[config.mk]
export PLATFORM = sky130hd
export DESIGN_NAME = release_version_parse_compare_unit
export DESIGN_NICKNAME = d
export VERILOG_FILES = /design/src/rtl/core/rvpc_pkg.sv /design/src/rtl/core/rvpc_side_parser.sv /design/src/rtl/core/rvpc_order_decide.sv /design/src/rtl/core/release_version_parse_compare_unit.sv
export SDC_FILE = /design/constraint.sdc
export NUM_CORES = 1
export LEC_CHECK = 0
export BUFFER_PORTS_ARGS = -buffer_cell sky130_fd_sc_hd__buf_2
export CORE_AREA = 4 4 307 158
export DETAILED_ROUTE_END_ITERATION = 7
export DIE_AREA = 0 0 311 162
export PLACE_DENSITY = 0.59
export SETUP_SLACK_MARGIN = 0.2
export SLEW_MARGIN = 0
export SYNTH_ARGS = -nofsm -noshare
export SYNTH_HDL_FRONTEND = slang
export SYNTH_SLANG_ARGS = --single-unit
[constraint.sdc]
create_clock -name clk -period 19 [get_ports clk]
set_input_delay 1.9 -clock clk [delete_from_list [all_inputs] [get_ports clk]]
set_output_delay 1.9 -clock clk [all_outputs]
set_load 0.05 [all_outputs]
[src/rtl/core/rvpc_pkg.sv]
// rvpc_pkg: shared types and codes for the release version compare unit
// parser phases, family and order codes, per-side parser state record
// no dependencies
`timescale 1ns / 1ps

package rvpc_pkg;

  typedef enum logic [4:0] {
    PH_START      = 5'd0,
    PH_R_SEEN     = 5'd1,
    PH_MAJ_FIRST  = 5'd2,
    PH_MAJ        = 5'd3,
    PH_MIN_FIRST  = 5'd4,
    PH_MIN        = 5'd5,
    PH_DIST_FIRST = 5'd6,
    PH_DIST       = 5'd7,
    PH_EXP_G      = 5'd8,
    PH_HEX        = 5'd9,
    PH_SUFFIX_D   = 5'd10,
    PH_SUFFIX_I   = 5'd11,
    PH_SUFFIX_R   = 5'd12,
    PH_SUFFIX_T   = 5'd13,
    PH_SUFFIX_Y   = 5'd14,
    PH_EXP_END    = 5'd15,
    PH_DONE_OK    = 5'd16,
    PH_BAD        = 5'd17,
    PH_BAD_DONE   = 5'd18
  } phase_t;

  typedef enum logic [1:0] {
    FAM_NONE = 2'd0,
    FAM_RC   = 2'd1,
    FAM_M    = 2'd2
  } family_t;

  typedef enum logic [1:0] {
    ORD_SAME      = 2'd0,
    ORD_NEWER     = 2'd1,
    ORD_OLDER     = 2'd2,
    ORD_UNORDERED = 2'd3
  } order_t;

  typedef struct packed {
    phase_t      phase;
    family_t     family;
    logic [31:0] major;
    logic [31:0] minor;
    logic [31:0] distance;
    logic [2:0]  hex_count;
  } side_state_t;

  localparam side_state_t SIDE_RESET = '{
    phase:     PH_START,
    family:    FAM_NONE,
    major:     32'd0,
    minor:     32'd0,
    distance:  32'd0,
    hex_count: 3'd0
  };

endpackage

[src/rtl/core/rvpc_side_parser.sv]
// rvpc_side_parser: one character step of the release format parser for one side
// also reports whether the string would be well formed if it ended after this step
// depends on rvpc_pkg
`timescale 1ns / 1ps

module rvpc_side_parser #(
  parameter int MIN_HASH_DIGITS = 7
) (
  input  rvpc_pkg::side_state_t cur,
  input  logic [7:0]            ch,
  output rvpc_pkg::side_state_t nxt,
  output logic                  final_ok
);
  import rvpc_pkg::*;

  localparam logic [2:0] MIN_HX  = 3'(MIN_HASH_DIGITS);
  localparam logic [2:0] HEX_SAT = 3'd7;
  localparam logic [7:0] CH_NUL  = 8'h00;
  localparam logic [7:0] CH_R    = 8'h52;
  localparam logic [7:0] CH_C    = 8'h43;
  localparam logic [7:0] CH_M    = 8'h4d;
  localparam logic [7:0] CH_G    = 8'h67;
  localparam logic [7:0] CH_DOT  = 8'h2e;
  localparam logic [7:0] CH_DASH = 8'h2d;
  localparam logic [7:0] CH_D    = 8'h64;
  localparam logic [7:0] CH_I    = 8'h69;
  localparam logic [7:0] CH_LR   = 8'h72;
  localparam logic [7:0] CH_T    = 8'h74;
  localparam logic [7:0] CH_Y    = 8'h79;

  logic        is_dec;
  logic        is_hex;
  logic [3:0]  digit;
  logic [31:0] num_sel;
  logic [35:0] acc;
  logic        write_num;
  logic [31:0] new_num;
  phase_t      fail_ph;
  logic [7:0]  suffix_exp;

  assign is_dec = (ch >= 8'h30) && (ch <= 8'h39);
  assign is_hex = is_dec || ((ch >= 8'h61) && (ch <= 8'h66)) ||
                  ((ch >= 8'h41) && (ch <= 8'h46));
  assign digit  = ch[3:0];

  always_comb begin
    if (cur.phase == PH_MAJ_FIRST || cur.phase == PH_MAJ) begin
      num_sel = cur.major;
    end else if (cur.phase == PH_MIN_FIRST || cur.phase == PH_MIN) begin
      num_sel = cur.minor;
    end else begin
      num_sel = cur.distance;
    end
  end

  // times ten plus digit, overflow shows in the top four bits
  assign acc = ({4'd0, num_sel} << 3) + ({4'd0, num_sel} << 1) + {32'd0, digit};

  always_comb begin
    unique case (cur.phase)
      PH_SUFFIX_D: suffix_exp = CH_D;
      PH_SUFFIX_I: suffix_exp = CH_I;
      PH_SUFFIX_R: suffix_exp = CH_LR;
      PH_SUFFIX_T: suffix_exp = CH_T;
      default:     suffix_exp = CH_Y;
    endcase
  end

  always_comb begin
    nxt       = cur;
    write_num = 1'b0;
    new_num   = 32'd0;
    fail_ph   = (ch == CH_NUL) ? PH_BAD_DONE : PH_BAD;
    unique case (cur.phase)
      PH_START: begin
        if (ch == CH_R) begin
          nxt.phase = PH_R_SEEN;
        end else if (ch == CH_M) begin
          nxt.family = FAM_M;
          nxt.phase  = PH_MAJ_FIRST;
        end else begin
          nxt.phase = fail_ph;
        end
      end
      PH_R_SEEN: begin
        if (ch == CH_C) begin
          nxt.family = FAM_RC;
          nxt.phase  = PH_MAJ_FIRST;
        end else begin
          nxt.phase = fail_ph;
        end
      end
      PH_MAJ_FIRST, PH_MIN_FIRST, PH_DIST_FIRST: begin
        if (is_dec) begin
          write_num = 1'b1;
          new_num   = {28'd0, digit};
          nxt.phase = phase_t'(cur.phase + 5'd1);
        end else begin
          nxt.phase = fail_ph;
        end
      end
      PH_MAJ, PH_MIN, PH_DIST: begin
        priority if (is_dec) begin
          if (acc[35:32] != 4'd0) begin
            nxt.phase = PH_BAD;
          end else begin
            write_num = 1'b1;
            new_num   = acc[31:0];
          end
        end else if (ch == CH_DOT && cur.phase == PH_MAJ && cur.family == FAM_M) begin
          nxt.phase = PH_MIN_FIRST;
        end else if (ch == CH_DASH) begin
          nxt.phase = (cur.phase == PH_DIST) ? PH_EXP_G : PH_DIST_FIRST;
        end else if (ch == CH_NUL && cur.phase != PH_DIST) begin
          nxt.phase = PH_DONE_OK;
        end else begin
          nxt.phase = fail_ph;
        end
      end
      PH_EXP_G: begin
        if (ch == CH_G) begin
          nxt.hex_count = 3'd0;
          nxt.phase     = PH_HEX;
        end else begin
          nxt.phase = fail_ph;
        end
      end
      PH_HEX: begin
        priority if (is_hex) begin
          if (cur.hex_count != HEX_SAT) begin
            nxt.hex_count = cur.hex_count + 3'd1;
          end
        end else if (cur.hex_count < MIN_HX) begin
          nxt.phase = fail_ph;
        end else if (ch == CH_NUL) begin
          nxt.phase = PH_DONE_OK;
        end else if (ch == CH_DASH) begin
          nxt.phase = PH_SUFFIX_D;
        end else begin
          nxt.phase = fail_ph;
        end
      end
      PH_SUFFIX_D, PH_SUFFIX_I, PH_SUFFIX_R, PH_SUFFIX_T, PH_SUFFIX_Y: begin
        if (ch == suffix_exp) begin
          nxt.phase = phase_t'(cur.phase + 5'd1);
        end else begin
          nxt.phase = fail_ph;
        end
      end
      PH_EXP_END: begin
        nxt.phase = (ch == CH_NUL) ? PH_DONE_OK : fail_ph;
      end
      PH_DONE_OK, PH_BAD_DONE: begin
        nxt.phase = cur.phase;
      end
      PH_BAD: begin
        if (ch == CH_NUL) begin
          nxt.phase = PH_BAD_DONE;
        end
      end
      default: begin
        nxt.phase = fail_ph;
      end
    endcase
    if (write_num) begin
      if (cur.phase == PH_MAJ_FIRST || cur.phase == PH_MAJ) begin
        nxt.major = new_num;
      end else if (cur.phase == PH_MIN_FIRST || cur.phase == PH_MIN) begin
        nxt.minor = new_num;
      end else begin
        nxt.distance = new_num;
      end
    end
  end

  // phases that a terminating zero turns into a good end
  assign final_ok = (nxt.phase == PH_MAJ) || (nxt.phase == PH_MIN) ||
                    (nxt.phase == PH_EXP_END) || (nxt.phase == PH_DONE_OK) ||
                    ((nxt.phase == PH_HEX) && (nxt.hex_count >= MIN_HX));

endmodule

[src/rtl/core/rvpc_order_decide.sv]
// rvpc_order_decide: picks the order code from both parsed versions
// exact match first, then validity, then family, major, minor, distance
// depends on rvpc_pkg
`timescale 1ns / 1ps

module rvpc_order_decide (
  input  logic                  strings_match,
  input  logic                  offered_ok,
  input  logic                  running_ok,
  input  rvpc_pkg::side_state_t offered,
  input  rvpc_pkg::side_state_t running,
  output rvpc_pkg::order_t      order
);
  import rvpc_pkg::*;

  always_comb begin
    priority if (strings_match) begin
      order = ORD_SAME;
    end else if (!offered_ok || !running_ok) begin
      order = ORD_UNORDERED;
    end else if (offered.family != running.family) begin
      order = (offered.family > running.family) ? ORD_NEWER : ORD_OLDER;
    end else if (offered.major != running.major) begin
      order = (offered.major > running.major) ? ORD_NEWER : ORD_OLDER;
    end else if (offered.minor != running.minor) begin
      order = (offered.minor > running.minor) ? ORD_NEWER : ORD_OLDER;
    end else if (offered.distance != running.distance) begin
      order = (offered.distance > running.distance) ? ORD_NEWER : ORD_OLDER;
    end else begin
      order = ORD_UNORDERED;
    end
  end

endmodule

[src/rtl/core/release_version_parse_compare_unit.sv]
// release_version_parse_compare_unit: top level of the release version compare unit
// input register, two side parsers, order decision, result register
// depends on rvpc_pkg, rvpc_side_parser, rvpc_order_decide
`timescale 1ns / 1ps

// Each input beat carries one character of the offered and of the running version
// string; the beat with final_position high closes the pair and yields one order beat.
// The unit takes one beat per clock while the input does not stall: a beat is held in
// the input register, then one character parser step with a decimal times-ten accumulate
// per side updates the state and, for a final beat, loads the result register, from
// which the order is driven on the output. The input stalls only while a final beat
// in the input register waits for an earlier order that is still held on the output.
// The state returns to its start values after every final beat, ready for the next pair.
module release_version_parse_compare_unit #(
  parameter int MIN_HASH_DIGITS = 7
) (
  input  logic       clk,
  input  logic       rst,
  input  logic       in_valid,
  output logic       in_ready,
  input  logic [7:0] offered_char,
  input  logic [7:0] running_char,
  input  logic       final_position,
  output logic       out_valid,
  input  logic       out_ready,
  output logic [1:0] order
);
  import rvpc_pkg::*;

  logic        s1_valid;
  logic [7:0]  s1_offered;
  logic [7:0]  s1_running;
  logic        s1_final;
  logic        advance;
  logic        out_free;

  side_state_t off_st;
  side_state_t run_st;
  side_state_t off_next;
  side_state_t run_next;
  logic        strings_match;
  logic        off_ok;
  logic        run_ok;
  logic [7:0]  off_eff;
  logic [7:0]  run_eff;
  order_t      order_next;
  logic [1:0]  order_q;

  assign out_free = !out_valid || out_ready;
  assign advance  = s1_valid && (!s1_final || out_free);
  assign in_ready = !s1_valid || advance;

  // a side that already ended sees zero characters
  assign off_eff = (off_st.phase == PH_DONE_OK || off_st.phase == PH_BAD_DONE) ?
                   8'h00 : s1_offered;
  assign run_eff = (run_st.phase == PH_DONE_OK || run_st.phase == PH_BAD_DONE) ?
                   8'h00 : s1_running;

  rvpc_side_parser #(
    .MIN_HASH_DIGITS(MIN_HASH_DIGITS)
  ) u_off_parser (
    .cur      (off_st),
    .ch       (off_eff),
    .nxt      (off_next),
    .final_ok (off_ok)
  );

  rvpc_side_parser #(
    .MIN_HASH_DIGITS(MIN_HASH_DIGITS)
  ) u_run_parser (
    .cur      (run_st),
    .ch       (run_eff),
    .nxt      (run_next),
    .final_ok (run_ok)
  );

  rvpc_order_decide u_decide (
    .strings_match (strings_match && (off_eff == run_eff)),
    .offered_ok    (off_ok),
    .running_ok    (run_ok),
    .offered       (off_next),
    .running       (run_next),
    .order         (order_next)
  );

  // input register
  always_ff @(posedge clk) begin
    if (rst) begin
      s1_valid <= 1'b0;
    end else if (in_ready) begin
      s1_valid <= in_valid;
    end
    if (in_ready && in_valid) begin
      s1_offered <= offered_char;
      s1_running <= running_char;
      s1_final   <= final_position;
    end
  end

  // parser state
  always_ff @(posedge clk) begin
    if (rst) begin
      off_st        <= SIDE_RESET;
      run_st        <= SIDE_RESET;
      strings_match <= 1'b1;
    end else if (advance) begin
      if (s1_final) begin
        off_st        <= SIDE_RESET;
        run_st        <= SIDE_RESET;
        strings_match <= 1'b1;
      end else begin
        off_st        <= off_next;
        run_st        <= run_next;
        strings_match <= strings_match && (off_eff == run_eff);
      end
    end
  end

  // result register
  always_ff @(posedge clk) begin
    if (rst) begin
      out_valid <= 1'b0;
    end else if (advance && s1_final) begin
      out_valid <= 1'b1;
    end else if (out_ready) begin
      out_valid <= 1'b0;
    end
    if (advance && s1_final) begin
      order_q <= order_next;
    end
  end

  assign order = order_q;

`ifndef ASSERT_OFF
  a_final_gives_result: assert property (@(posedge clk) disable iff (rst)
    advance && s1_final |=> out_valid)
    else $error("final beat did not produce a result");

  a_state_restarts: assert property (@(posedge clk) disable iff (rst)
    advance && s1_final |=> off_st.phase == PH_START && run_st.phase == PH_START &&
                            strings_match)
    else $error("parser state not restarted after final beat");

  a_nonfinal_no_stall: assert property (@(posedge clk) disable iff (rst)
    s1_valid && !s1_final |-> in_ready)
    else $error("non-final beat stalled the input");

  a_state_holds_idle: assert property (@(posedge clk) disable iff (rst)
    !advance |=> $stable(off_st) && $stable(run_st) && $stable(strings_match))
    else $error("parser state changed without a beat");
`endif

endmodule
==> results of run 1 <==
-- power by group through the flow --
stage,registers [mW],logic [mW],clock network (mW)
after floorplan,0.513,0.0658,0
after global routing,0.508,0.0993,0.558
after global placement,0.519,0.0896,0
after detailed placement,0.519,0.0893,0
final,0.508,0.0922,0.532
after CTS,0.508,0.0898,0.538
-- layout make-up --
type,instances,share of cell area
inverters,63,0.0109
repair buffers,50,0.0149
clock inverters,11,0.00659
multi-input cells,2189,0.675
well taps,609,0.0352
flip-flops and latches,234,0.225
clock buffers,32,0.0324
-- how the worst max path moves through the flow --
stage / to / slack [ns] / from
finish: order[1] / 8.08 / run_st[103]
global route: order[1] / 7.47 / run_st[103]
detailed placement: order[1] / 8.48 / run_st[103]
floorplan: order[0] / 11.08 / run_st[101]
global placement: order[1] / 8.61 / run_st[103]
CTS: order[1] / 8.46 / run_st[103]
-- cell usage after synthesis, drive strengths merged (12+ instances only) --
cell,number
a211oi,17
a21o,63
a21oi,161
a22oi,203
a2bb2oi,73
and2,24
and3,18
buf,53
clkbuf,124
dfxtp,215
edfxtp,19
ha,236
inv,62
mux2i,16
nand2,242
nand2b,18
nand3,55
nand4,47
nor2,390
nor2b,21
nor3,34
nor4,21
o211ai,17
o21a,25
o21ai,169
o22ai,57
o2bb2ai,12
o31ai,30
or2,18
or3,15
xnor2,38
xor2,30
-- cell families (layout without fill, tap and decap cells) --
group                      Yosys count  count (layout)  share of synthesized area
muxes                               20              20                     0.0102
AOI/OAI and AO/OA                  917             917                      0.311
buffers and inverters              240             156                     0.0494
xor gates and xnor gates            68              68                     0.0291
adders and majority gates          240             240                      0.148
DFF                                234             234                      0.239
and+or+nand+nor                    944             944                      0.214
-- layer usage --
metal | wire, µm | vias to the layer above | GRT usage | part of all wire
met5 | 0 | - | 0 | 0
met4 | 1330 | 0 | 0.0499 | 0.018
met3 | 8640 | 92 | 0.0834 | 0.11
met2 | 29000 | 1047 | 0.392 | 0.39
met1 | 36200 | 9895 | 0.440 | 0.48
li1 | - | 9710 | - | -
-- stage by stage --
step                utilization  setup WS (ns)  power (mW)  instance area, µm²  hold WS [ns]
floorplan                     -          11.08       0.579               20400         0.445
global route              0.470           7.47        1.17               21700         0.500
detailed placement        0.451           8.48       0.608               20800         0.463
CTS                       0.470           8.46        1.14               21700         0.473
finish                    0.470           8.08        1.13               21700         0.480
global placement          0.451           8.61       0.608               20800         0.455
-- sequential cells by signal, indices dropped and copies added (netlist names), 2 cells and up --
signal,cells
s1_offered,8
off_st,106
order,2
s1_running,8
run_st,106
-- critical path: cells and delay by family, from the launching register on --
kind / cells / cell delay (ns)
AND/OR/NAND/NOR: 13 / 5.00
AO/OA/AOI/OAI: 11 / 3.06
adder cells (fa/ha/maj): 3 / 1.32
flip-flops: 1 / 0.65
multiplexers: 1 / 0.35
buffers and inverters: 1 / 0.24
==> metrics, run 1 <==
GP Congestion 0.985; Fin. Hold Viols 0; Ys Warns 0; Vias/cell 6.51; Die Area 50,400 µm²; Synth async-reset ratio 0; setup TNS 0 ns; measured slew at the worst slew-check pin 1.09 ns; clk_lat worst skew 0.57 ns; core area 46,100 µm²; io pins 25; slew margin rel. 0.266; number of remaining DRC errors 0; ANT cells 0; number of port buffers 24; internal power 0.827 mW; Die Y 162 µm; CP arrival 11.22 ns; Comb power frac 0.081; post-synth top area share 0.211; fin crit share 0.575; status finished clean; post-DP HPWL 56,400 µm; CP startpoint kind register; Leak Pwr 8.87 nW; Tot GR Track Use 0.286; sequential power share 0.449; RSZ-0062 raised after global routing false; layout cell share with drive strength beyond 1 0.0624; FP Rows 56; Post-synth EDFFs 19; Die Wd 311 µm; WHS Endpoint run_st[63]; Clk pin slew, worst setup/hold paths 0.06 ns; TritonCTS Sinks 234; Non-Filler Instances 3,188; WP data required 19.30 ns; fin. max-slew vios 0; CTS tree done; worst r2r path cells 29; Post-Route WL 75,200 µm; Post-CTS Setup Bufs 0; clock share of power 0.470; Hold Crit Start run_st[63]; R2R Setup Slk 8.08 ns; most frequent cells in the layout nor2_1, nand2_1, ha_1; largest cells by area after synthesis dfxtp_1, ha_1, nor2_1, a22oi_1, nand2_1; Mapped Nets 2,924; initial antenna violation count 0; sw frac 0.269; CTS Hold Buffers Added 0; post-layout minimum cycle time 10.92 ns; worst flop-to-flop path endpoint order[1]; grt ovf 0; Switch Pwr 0.305 mW; first-pass GRT wire length 115,000 µm; Placed Cells 3,145; starting density of the core 0.443; routed wire length per instance 23.6 µm; Final ANT Viol Nets 0; most common cell after layout, fill and taps aside nor2_1; Worst R2R Start run_st[103]; register area share after synthesis 0.239; hold crit path type register to register; Worst Setup Path Type register to register; CTS Root Cell clkbuf_16; post-synth top area cell dfxtp_1; Critical Path Slowest Stage Cell nor4_1; Reg area 4870 µm²; worst stage delay on the critical path 1.00 ns; # nets final 2,823; most used flip-flop cell after synthesis dfxtp_1; Mapped Area 20,400 µm²; CTS H-tree lvls 1; mean post-synth cell area 7.67 µm²; Peak VDD IR 0.0000555 V; TritonCTS Buffers 24; fmax 91.6 MHz; Final setup viols 0; # resized after CTS 0; MaxCap Viol Count 0; Setup crit end kind register; clk_skew 0.0164 ns; Vias 20,700; Post-Syn Instances 2,663; area of the multi-input gates 14,600 µm²; DR pass1 iterations 6; Cells on Worst Hold Path 2; Pwr Density 52.3 nW/µm²; CP Max Fanout 25; vias in the first global route 18,800; synthesized flop and latch total 234; pin count of the biggest net entering global routing 89; Longest Clk Path Bufs 3; Filler cells 4,613; synth unique cells 94; Iter 0 DRT Violations 2,732; P&R area growth vs syn 5.94%
(Power assumes the default switching activity.)
==> run 2, diff against run 1 <==
--- a/config.mk
+++ b/config.mk
@@ -9,7 +9,7 @@
 export CORE_AREA = 4 4 307 158
 export DETAILED_ROUTE_END_ITERATION = 7
 export DIE_AREA = 0 0 311 162
-export PLACE_DENSITY = 0.59
+export PLACE_DENSITY = 0.61
 export SETUP_SLACK_MARGIN = 0.2
 export SLEW_MARGIN = 0
 export SYNTH_ARGS = -nofsm -noshare
==> constraint.sdc (replaced) <==
create_clock -name clk -period 8.91 [get_ports clk]
set_input_delay 0.891 -clock clk [delete_from_list [all_inputs] [get_ports clk]]
set_output_delay 0.891 -clock clk [all_outputs]
set_load 0.05 [all_outputs]
==> metrics, run 2 (synthesized netlist as in run 1, its figures left out) <==
Die Wd 311 µm (unchanged); RSZ-0062 raised after global routing false; TritonCTS Sinks 234 (unchanged); Critical Path Slowest Stage Cell fa_1; clk_skew 0.0198 ns (+0.00343 ns); GP Congestion 1.01 (+2.3%); TritonCTS Buffers 25 (+4.2%); Crit path top cell by count o21ai_0; FP Rows 56 (unchanged); WP data required 9.18 ns (-10.12 ns); clk_lat worst skew 0.56 ns (about the same); post-DP HPWL 63,400 µm (+12%); fin area 22,800 µm² (+5.1%); GR met1 Demand/Resource 0.500 (+0.0600); Non-Filler Instances 3,310 (+3.8%); met2 Use GR 0.410 (+0.0185); Longest Clk Path Bufs 3 (unchanged); number of remaining DRC errors 0 (unchanged); Tot GR Track Use 0.312 (+0.0262); Fin. Hold Viols 0 (unchanged); slew margin rel. 0.251 (-0.0151); # nets final 2,945 (+4.3%); Largest regs off_st (106), run_st (106); worst stage delay on the critical path 0.49 ns (-0.51 ns); Placed Area 21,700 µm² (+4.2%); Iter 0 DRT Violations 3,106 (+14%); grt ovf 0 (unchanged); Clk pin slew, worst setup/hold paths 0.07 ns (about the same); setup ws final 0.443 ns (-7.64 ns); setup TNS 0 ns (unchanged); most common cell after layout, fill and taps aside nor2_1; hold crit path type register to register; fmax 118 MHz (+29%); Pwr Density 101 nW/µm² (+93%); post-layout minimum cycle time 8.47 ns (-2.45 ns); Worst Setup Path Type register to register; measured slew at the worst slew-check pin 1.12 ns (+0.0243 ns); Setup crit end kind register; fin. max-slew vios 0 (unchanged); number of port buffers 24 (unchanged); most frequent cells in the layout nor2_1, nand2_1, ha_1; Vias/cell 6.54 (+0.57%); Filler cells 4,604 (-0.20%); Pwr Total 2.30 mW (+100%); CTS tree done; CP Max Fanout 16 (-36%); CP startpoint kind register; CP arrival 8.74 ns (-2.48 ns); routed wire length per instance 24.9 µm (+5.8%); CTS Root Cell clkbuf_16; Placed Cells 3,252 (+3.4%); layout cell share with drive strength beyond 1 0.116 (+0.0539); vias in the first global route 19,400 (+3.2%); P&R area growth vs syn 11.4%; DR pass1 iterations 7 (+1); area of the multi-input gates 14,800 µm² (+1.4%); Final setup viols 0 (unchanged); initial antenna violation count 1 (+1); Die Y 162 µm (unchanged); io pins 25 (unchanged); MaxCap Viol Count 0 (unchanged); CTS H-tree lvls 1 (unchanged); dpl ws -0.430 ns (-8.91 ns); pin count of the biggest net entering global routing 98 (+10%); fin crit share 0.950 (+0.375); met3 Use GR 0.0815 (-0.00191); first-pass GRT wire length 123,000 µm (+7.2%); Final ANT Viol Nets 0 (unchanged); Post-Route WL 82,600 µm (+9.8%); Leak Pwr 9.48 nW (+6.8%); Reg area 4880 µm² (+0.13%); Vias 21,700 (+4.4%); starting density of the core 0.443 (unchanged); Peak VDD IR 0.000124 V (+120%); Die Area 50,400 µm² (unchanged); busiest grt layer met1; status finished clean; core area 46,100 µm² (unchanged)
==> run 2: worst max-delay path: cells and delay by family (launching register included) <==
| kind | cells | cell delay (ns) |
|---|---|---|
| and+or+nand+nor | 12 | 3.02 |
| adders and majority gates | 4 | 1.37 |
| AOI/OAI and AO/OA | 13 | 2.33 |
| DFF | 1 | 0.41 |
| muxes | 1 | 0.33 |
| buffers and inverters | 4 | 0.73 |
==> run 2: layer usage <==
metal / wire, µm / vias up
met3: 10500 / 107
met5: 0 / -
met2: 30300 / 1230
met4: 1670 / 0
met1: 40100 / 10400
li1: - / 9959
==> run 2: path summary, 6_finish.rpt <==
check	startpoint	endpoint	slack, ns	cells past startpoint
max reg2reg	run_st[101]	order[1]	0.44	34
min reg2reg	run_st[95]	run_st[95]	0.47	2
min	run_st[95]	run_st[95]	0.47	2
max	run_st[101]	order[1]	0.44	34
==> run 2: cell type report <==
class                   instances  area share
flip-flops and latches        234       0.214
well taps                     609      0.0335
diodes                          1    0.000110
multi-input cells            2191       0.651
clock buffers                  38      0.0305
inverters                      63      0.0104
repair buffers                169      0.0587
clock inverters                 5     0.00121
==> run 2: metrics by stage <==
stage / hold WS, ns / util
detailed placement: 0.460 / 0.470
finish: 0.473 / 0.494
floorplan: 0.445 / -
CTS: 0.469 / 0.487
global route: 0.480 / 0.494
global placement: 0.459 / 0.470
==> run 2: power by group <==
part           internal [mW]  switching (mW)
combinational         0.0603           0.150
sequential              1.07          0.0158
clock                  0.535           0.470
==> run 2: what timing repair did <==
| item | 4_1_cts | 5_1_grt |
|---|---|---|
| pin swaps | 5 | 13 |
| hold buffers | 0 | 0 |
| setup buffers | 3 | 8 |
| gates resized for setup | 6 | 61 |
| hold endpoints to repair | 0 | 0 |
| endpoints found under the setup margin | 2 | 2 |
| gates cloned | 1 | 2 |
